### src/rtl/kctmm_pkg.sv
package kctmm_pkg;

  localparam int TABLE_DEPTH = 64;
  localparam int KEY_W       = 32;
  localparam int COUNT_W     = 16;
  localparam int ADDR_W      = $clog2(TABLE_DEPTH);

  typedef logic [KEY_W-1:0]   key_t;
  typedef logic [COUNT_W-1:0] count_t;
  typedef logic [ADDR_W-1:0]  addr_t;
  typedef logic [ADDR_W:0]    ptr_t;

  localparam logic REQ_INC = 1'b0;
  localparam logic REQ_DEC = 1'b1;

  localparam count_t COUNT_MAX = '1;
  localparam ptr_t   DEPTH_P   = ptr_t'(TABLE_DEPTH);

endpackage

### src/rtl/kctmm_if.sv
interface kctmm_in_if import kctmm_pkg::*; ();
  logic valid;
  logic ready;
  logic req_type;
  key_t key;

  modport source (output valid, output req_type, output key, input ready);
  modport sink (input valid, input req_type, input key, output ready);
endinterface

interface kctmm_out_if import kctmm_pkg::*; ();
  logic   valid;
  logic   ready;
  logic   table_empty;
  key_t   max_key;
  key_t   min_key;
  count_t key_count;
  logic   full_error;

  modport source (output valid, output table_empty, output max_key, output min_key,
                  output key_count, output full_error, input ready);
  modport sink (input valid, input table_empty, input max_key, input min_key,
                input key_count, input full_error, output ready);
endinterface

### src/rtl/key_count_table_max_min.sv
// Key count table: holds up to TABLE_DEPTH distinct keys with nonzero counts.
// Each input word increments (req_type 0) or decrements (req_type 1) one key;
// a new key goes to the lowest free slot, a count reaching zero frees its slot,
// and counts saturate. One result word follows every input word: the new count
// of the key, the keys with greatest and least count (lowest slot on ties), an
// empty flag and a full flag for a new key that found no free slot. Each word
// takes one pass over the slot memory for lookup, an update step and one pass
// for the max/min search, all through the single read port of the key and
// count memories. The input is not ready while a word is in process; a finished
// result waits in the output register while the next word is accepted. Counts
// read as zero after reset.
module key_count_table_max_min import kctmm_pkg::*; (
  input  logic        clk_i,
  input  logic        rst_ni,
  kctmm_in_if.sink    in_i,
  kctmm_out_if.source out_o
);

  typedef enum logic [2:0] {
    ST_IDLE,
    ST_LOOK,
    ST_UPD,
    ST_SRCH,
    ST_FIN
  } state_e;

  state_e state_q;

  key_t   key_mem [TABLE_DEPTH];
  count_t cnt_mem [TABLE_DEPTH];
  logic [TABLE_DEPTH-1:0] vld_q;

  logic   op_q;
  key_t   key_q;
  ptr_t   addr_q;
  logic   rv_q;
  addr_t  slot_q;
  key_t   key_rd_q;
  count_t cnt_raw_q;
  logic   vld_rd_q;
  count_t cnt_cur;

  logic   hit_q;
  addr_t  hit_slot_q;
  count_t hit_cnt_q;
  logic   free_q;
  addr_t  free_slot_q;
  count_t new_cnt_q;
  logic   full_q;

  logic   any_q;
  count_t max_cnt_q;
  count_t min_cnt_q;
  key_t   max_key_q;
  key_t   min_key_q;

  logic   out_valid_q;
  logic   out_empty_q;
  key_t   out_max_q;
  key_t   out_min_q;
  count_t out_cnt_q;
  logic   out_full_q;

  logic   wr_en;
  logic   wr_key_en;
  addr_t  wr_slot;
  count_t wr_cnt;
  logic   scan_done;

  assign cnt_cur   = vld_rd_q ? cnt_raw_q : '0;
  assign scan_done = (addr_q == DEPTH_P) && !rv_q;

  always_comb begin
    wr_en     = 1'b0;
    wr_key_en = 1'b0;
    wr_slot   = hit_slot_q;
    wr_cnt    = hit_cnt_q;
    if (state_q == ST_UPD) begin
      if (op_q == REQ_INC) begin
        if (hit_q) begin
          wr_en  = 1'b1;
          wr_cnt = (hit_cnt_q == COUNT_MAX) ? hit_cnt_q : hit_cnt_q + count_t'(1);
        end else if (free_q) begin
          wr_en     = 1'b1;
          wr_key_en = 1'b1;
          wr_slot   = free_slot_q;
          wr_cnt    = count_t'(1);
        end
      end else if (hit_q) begin
        wr_en  = 1'b1;
        wr_cnt = hit_cnt_q - count_t'(1);
      end
    end
  end

  always_ff @(posedge clk_i) begin
    if (wr_key_en) begin
      key_mem[wr_slot] <= key_q;
    end
    if (wr_en) begin
      cnt_mem[wr_slot] <= wr_cnt;
    end
    key_rd_q  <= key_mem[addr_q[ADDR_W-1:0]];
    cnt_raw_q <= cnt_mem[addr_q[ADDR_W-1:0]];
  end

  always_ff @(posedge clk_i or negedge rst_ni) begin
    if (!rst_ni) begin
      state_q     <= ST_IDLE;
      vld_q       <= '0;
      vld_rd_q    <= 1'b0;
      op_q        <= REQ_INC;
      key_q       <= '0;
      addr_q      <= '0;
      rv_q        <= 1'b0;
      slot_q      <= '0;
      hit_q       <= 1'b0;
      hit_slot_q  <= '0;
      hit_cnt_q   <= '0;
      free_q      <= 1'b0;
      free_slot_q <= '0;
      new_cnt_q   <= '0;
      full_q      <= 1'b0;
      any_q       <= 1'b0;
      max_cnt_q   <= '0;
      min_cnt_q   <= '0;
      max_key_q   <= '0;
      min_key_q   <= '0;
      out_valid_q <= 1'b0;
      out_empty_q <= 1'b0;
      out_max_q   <= '0;
      out_min_q   <= '0;
      out_cnt_q   <= '0;
      out_full_q  <= 1'b0;
    end else begin
      vld_rd_q <= vld_q[addr_q[ADDR_W-1:0]];
      if (out_valid_q && out_o.ready && state_q != ST_FIN) begin
        out_valid_q <= 1'b0;
      end
      if (state_q == ST_LOOK || state_q == ST_SRCH) begin
        if (addr_q != DEPTH_P) begin
          addr_q <= addr_q + ptr_t'(1);
        end
        slot_q <= addr_q[ADDR_W-1:0];
        rv_q   <= (addr_q != DEPTH_P);
      end
      case (state_q)
        ST_IDLE: begin
          if (in_i.valid) begin
            op_q    <= in_i.req_type;
            key_q   <= in_i.key;
            addr_q  <= '0;
            rv_q    <= 1'b0;
            hit_q   <= 1'b0;
            free_q  <= 1'b0;
            state_q <= ST_LOOK;
          end
        end
        ST_LOOK: begin
          if (rv_q) begin
            if (cnt_cur != '0) begin
              if (!hit_q && key_rd_q == key_q) begin
                hit_q      <= 1'b1;
                hit_slot_q <= slot_q;
                hit_cnt_q  <= cnt_cur;
              end
            end else if (!free_q) begin
              free_q      <= 1'b1;
              free_slot_q <= slot_q;
            end
          end
          if (scan_done) begin
            state_q <= ST_UPD;
          end
        end
        ST_UPD: begin
          if (wr_en) begin
            vld_q[wr_slot] <= 1'b1;
          end
          new_cnt_q <= wr_en ? wr_cnt : '0;
          full_q    <= (op_q == REQ_INC) && !hit_q && !free_q;
          addr_q    <= '0;
          rv_q      <= 1'b0;
          any_q     <= 1'b0;
          state_q   <= ST_SRCH;
        end
        ST_SRCH: begin
          if (rv_q && cnt_cur != '0) begin
            any_q <= 1'b1;
            if (!any_q || cnt_cur > max_cnt_q) begin
              max_cnt_q <= cnt_cur;
              max_key_q <= key_rd_q;
            end
            if (!any_q || cnt_cur < min_cnt_q) begin
              min_cnt_q <= cnt_cur;
              min_key_q <= key_rd_q;
            end
          end
          if (scan_done) begin
            state_q <= ST_FIN;
          end
        end
        ST_FIN: begin
          if (!out_valid_q || out_o.ready) begin
            out_valid_q <= 1'b1;
            out_empty_q <= !any_q;
            out_max_q   <= any_q ? max_key_q : '0;
            out_min_q   <= any_q ? min_key_q : '0;
            out_cnt_q   <= new_cnt_q;
            out_full_q  <= full_q;
            state_q     <= ST_IDLE;
          end
        end
        default: begin
          state_q <= ST_IDLE;
        end
      endcase
    end
  end

  assign in_i.ready        = (state_q == ST_IDLE);
  assign out_o.valid       = out_valid_q;
  assign out_o.table_empty = out_empty_q;
  assign out_o.max_key     = out_max_q;
  assign out_o.min_key     = out_min_q;
  assign out_o.key_count   = out_cnt_q;
  assign out_o.full_error  = out_full_q;

`ifndef SYNTHESIS
  a_full_no_count: assert property (@(posedge clk_i) disable iff (!rst_ni)
    out_o.valid && out_o.full_error |-> out_o.key_count == '0)
    else $error("full_error with nonzero key_count");

  a_empty_clean: assert property (@(posedge clk_i) disable iff (!rst_ni)
    out_o.valid && out_o.table_empty |-> out_o.max_key == '0 && out_o.min_key == '0
      && out_o.key_count == '0)
    else $error("empty table result carries a key or count");

  a_accept_starts_scan: assert property (@(posedge clk_i) disable iff (!rst_ni)
    in_i.valid && in_i.ready |=> state_q == ST_LOOK && addr_q == '0 && !hit_q && !free_q)
    else $error("lookup pass did not start cleanly");

  a_result_from_fin: assert property (@(posedge clk_i) disable iff (!rst_ni)
    $rose(out_o.valid) |-> $past(state_q) == ST_FIN)
    else $error("result raised outside finish state");
`endif

endmodule

### src/flat_wrapper.sv
// flat-port wrapper written by rule: the top's interface ports become plain ports
module key_count_table_max_min_flat import kctmm_pkg::*;
  (clk_i, rst_ni, in_i_valid, in_i_req_type, in_i_key, in_i_ready, out_o_valid, out_o_table_empty, out_o_max_key, out_o_min_key, out_o_key_count, out_o_full_error, out_o_ready);
  kctmm_in_if in_i_i ();
  kctmm_out_if out_o_i ();
  input  logic clk_i;
  input  logic rst_ni;
  input wire logic [$bits(in_i_i.valid)-1:0] in_i_valid;
  input wire logic [$bits(in_i_i.req_type)-1:0] in_i_req_type;
  input wire logic [$bits(in_i_i.key)-1:0] in_i_key;
  output wire logic [$bits(in_i_i.ready)-1:0] in_i_ready;
  output wire logic [$bits(out_o_i.valid)-1:0] out_o_valid;
  output wire logic [$bits(out_o_i.table_empty)-1:0] out_o_table_empty;
  output wire logic [$bits(out_o_i.max_key)-1:0] out_o_max_key;
  output wire logic [$bits(out_o_i.min_key)-1:0] out_o_min_key;
  output wire logic [$bits(out_o_i.key_count)-1:0] out_o_key_count;
  output wire logic [$bits(out_o_i.full_error)-1:0] out_o_full_error;
  input wire logic [$bits(out_o_i.ready)-1:0] out_o_ready;
  assign in_i_i.valid = in_i_valid;
  assign in_i_i.req_type = in_i_req_type;
  assign in_i_i.key = in_i_key;
  assign in_i_ready = in_i_i.ready;
  assign out_o_valid = out_o_i.valid;
  assign out_o_table_empty = out_o_i.table_empty;
  assign out_o_max_key = out_o_i.max_key;
  assign out_o_min_key = out_o_i.min_key;
  assign out_o_key_count = out_o_i.key_count;
  assign out_o_full_error = out_o_i.full_error;
  assign out_o_i.ready = out_o_ready;
  key_count_table_max_min u_core (.clk_i(clk_i), .rst_ni(rst_ni), .in_i(in_i_i), .out_o(out_o_i));
endmodule
### config.mk
export PLATFORM = sky130hd
export DESIGN_NAME = key_count_table_max_min_flat
export DESIGN_NICKNAME = d
export VERILOG_FILES = /design/src/rtl/kctmm_pkg.sv /design/src/rtl/kctmm_if.sv /design/src/rtl/key_count_table_max_min.sv /design/src/flat_wrapper.sv
export SDC_FILE = /design/constraint.sdc
export NUM_CORES = 2
export LEC_CHECK = 0
export BUFFER_PORTS_ARGS = -buffer_cell sky130_fd_sc_hd__buf_2
export CAP_MARGIN = 5
export CELL_PAD_IN_SITES_DETAIL_PLACEMENT = 0
export CELL_PAD_IN_SITES_GLOBAL_PLACEMENT = 1
export CORE_MARGIN = 3
export CORE_UTILIZATION = 46
export CTS_CLUSTER_DIAMETER = 40
export DETAILED_ROUTE_END_ITERATION = 7
export PLACE_DENSITY = 0.69
export SYNTH_ARGS = -nofsm -noshare
export SYNTH_HDL_FRONTEND = slang
export SYNTH_SLANG_ARGS = --single-unit
### constraint.sdc
create_clock -name clk_i -period 12.2 [get_ports clk_i]
set_clock_uncertainty 0.1 [all_clocks]
set_input_delay 3.05 -clock clk_i [delete_from_list [all_inputs] [get_ports clk_i]]
set_output_delay 3.05 -clock clk_i [all_outputs]
set_load 0.02 [all_outputs]
==> impl_metrics.env <==
export IMPL_r2r_end="u_core.key_mem[50][17]"
export IMPL_wl_met1_um=148500
export IMPL_synth_ff_type="edfxtp_1"
export IMPL_synthToLayoutAreaGrowth_pct=16.13
export IMPL_slew_headroom_pct=12.80
export IMPL_syn_inst=6653
export IMPL_setup_viol=0
export IMPL_hold_path_endpoint="u_core.vld_q[29]"
export IMPL_place_congestion=0.7881
export IMPL_synth_top_area_share_pct=68.19
export IMPL_synth_nets=6722
export IMPL_post_cts_resized=0
export IMPL_hpwlAfterDp_um=194500
export IMPL_worstMarginPinSlew_ps=1308
export IMPL_start_util_pct=46.36
export IMPL_drt_wl_total_um=357500
export IMPL_p_leak_nw=51.08
export IMPL_top_layer="met5"
export IMPL_power_mw=35.71
export IMPL_clock_latency_ps=910
export IMPL_vias_per_cell=6.137
export IMPL_post_route_util_pct=53.83
export IMPL_drtIter0Drc=8707
export IMPL_drv_cap=0
export IMPL_io_buffers=120
export IMPL_ios=121
export IMPL_synth_top_family_by_area="multiplexers"
export IMPL_clock_fmax_ghz=0.1929
export IMPL_dr_total_vias=69670
export IMPL_cts_sinks=3462
export IMPL_post_cts_buffers=0
export IMPL_hold_path_class="flip-flop to flip-flop"
export IMPL_die_h_um=548.3
export IMPL_r2r_slack_ps=7010
export IMPL_ys_types=87
export IMPL_avgRoutedWirePerCell_um=31.49
export IMPL_met3WireLength_um=33090
export IMPL_synth_area_per_cell_sq_um=20.33
export IMPL_firstDrtPassIters=5
export IMPL_ctsHoldBuffers=0
export IMPL_grt_max_degree=135
export IMPL_outcome="finished, final reports clean"
export IMPL_synth_xor_area_share_pct=0.3172
export IMPL_yosysSeqAreaShare_pct=75.23
export IMPL_hp_start="u_core.vld_q[29]"
export IMPL_critPathLaunchType="flip-flop"
export IMPL_final_max_slew_viol_count=0
export IMPL_ys_ff_latch=3462
export IMPL_drc=0
export IMPL_met2_length_um=168500
export IMPL_synthArstFlopShare_pct=9.879
export IMPL_synth_compound_area_share_pct=2.977
export IMPL_fillers=22270
export IMPL_path_class="flip-flop to flip-flop"
export IMPL_grt_pass1_vias=69600
export IMPL_cts_buffers=443
export IMPL_clkTransAtPathRegs_ps=50
export IMPL_cts_tree="built"
export IMPL_muxShareOfSynthArea_pct=16.32
export IMPL_cts_buffer_depth=4
export IMPL_synthSimpleGateAreaFrac_pct=3.260
export IMPL_hold_viol=0
export IMPL_synthTopCellsByCount="3072 x edfxtp_1, 885 x mux4_2, 489 x nand2_1, 342 x dfrtp_1, 207 x nor2_1"
export IMPL_grt_use_total_pct=23.67
export IMPL_die_x_um=548.3
export IMPL_cts_htree_levels=5
export IMPL_rr_worst_depth=6
export IMPL_holdPathStages=1
export IMPL_synth_warnings=0
export IMPL_coreArea_sq_mm=0.2918
export IMPL_cellPowerDensity_mw_per_mm2=227.3
export IMPL_setup_worst_path_start="u_core.state_q[1]"
export IMPL_rsz0062_at_grt="false"
export IMPL_yosysMostFrequentCell="edfxtp_1"
export IMPL_cts_root_buf="clkbuf_16"
export IMPL_ant_nets=0
export IMPL_r2r_start="u_core.state_q[1]"
export IMPL_setup_tns_ps=0
export IMPL_arrival_ps=5630
export IMPL_period_share_pct=42.50
export IMPL_cp_max_fo=25
export IMPL_drive_gt1_share_pct=31.06
export IMPL_critPathCaptureType="flip-flop"
export IMPL_synthAdderAreaFrac_pct=0.3034
export IMPL_row_count=198
export IMPL_synth_edf_count=3072
export IMPL_overflow=0
export IMPL_fin_nets=7133
export IMPL_netlist_area_sq_mm=0.1353
export IMPL_grt_pass1_wl_um=514800
export IMPL_antenna_found_initial=14
export IMPL_synth_top_area_cell="edfxtp_1"
export IMPL_die_area_sq_mm=0.3006
export IMPL_vdd_drop_max_mv=0.1836
export IMPL_synth_area_leaders="edfxtp_1 68%, mux4_2 15%, dfrtp_1 6.3%, nand2_1 1.4%, mux2_2 0.91%"
export IMPL_fin_crit_ps=5185
export IMPL_required_ps=12640
report_power, final:
| part | switching (mW) | internal (mW) |
|---|---|---|
| combinational | 4.80 | 3.36 |
| clock | 5.15 | 8.23 |
| sequential | 0.674 | 13.5 |
| total | 10.6 | 25.1 |
cells in the final DEF, fill, tap and decap left out, drive strengths merged, types with 63 or more instances in the layout:
cell	Yosys	final
inv	61	126
clkinv	2	143
mux2i	82	82
mux4	885	885
clkbuf	203	499
buf	205	374
edfxtp	3072	3072
o21ai	128	128
a21oi	98	98
nand2	489	489
nand4	64	64
dfrtp	342	342
nor2	207	207
bufinv	0	63
mux2	115	115
sequential cells by signal, indices dropped and copies added (netlist names), 32 cells and up:
register and flops:
u_core.cnt_mem 1024, u_core.key_mem 2048, u_core.key_q 32, u_core.key_rd_q 32, u_core.max_key_q 32, u_core.min_key_q 32
u_core.out_o.max_key 32, u_core.out_o.min_key 32, u_core.vld_q 64
worst max-delay path by stage:
stage                         endpoint  slack, ps  cells past startpoint
2_1_floorplan    u_core.cnt_mem[0][11]       6860                      7
3_3_place_gp   u_core.out_o.min_key[8]       6670                      3
3_5_place_dp   u_core.out_o.min_key[8]       6600                      3
4_1_cts            u_core.key_rd_q[27]       6860                      6
5_1_grt            u_core.key_rd_q[27]       6680                      6
6_report        u_core.key_mem[50][17]       7010                      6
final cells by class:
type | instances | area [sq um] | area share (%)
Sequential cell | 3462 | 101800 | 64.81
Clock buffer | 499 | 11540 | 7.348
Multi-Input combinational cell | 2720 | 32100 | 20.43
Antenna cell | 7 | 17.52 | 0.01115
Tap cell | 3900 | 4880 | 3.106
Clock inverter | 328 | 3870 | 2.463
Timing Repair Buffer | 374 | 2630 | 1.674
Inverter | 63 | 244.0 | 0.1553
routing by layer:
layer / vias to the layer above / track usage [%]
met4: 4 / 5.276
met2: 3371 / 36.78
met5: - / 0.2691
li1: 28230 / -
met3: 506 / 4.094
met1: 37560 / 35.39
metrics by stage:
step,setup WS (ps),hold WS (ps),area (sq um),cells
floorplan,6863,327.8,135300,6653
global placement,6669,340.9,141700,10520
detailed placement,6602,349.4,141700,10520
CTS,6862,361.6,157100,11350
global route,6678,371.2,157100,11350
finish,7015,358.3,157100,11350
critical path, stage by stage (launching register included):
cell	delay, ps
dfrtp_1	520
nor3b_2	910
nand2_1	820
nor2_1	600
nand2_1	690
nor2_4	570
buf_4	580
kinds of logic after synthesis:
logic type | after synthesis
buffers and inverters | 471
AOI/OAI and AO/OA | 583
xor gates and xnor gates | 49
muxes | 1082
DFF | 3462
and+or+nand+nor | 973
adders and majority gates | 33
Note: power is estimated with default switching activity, not from simulation.
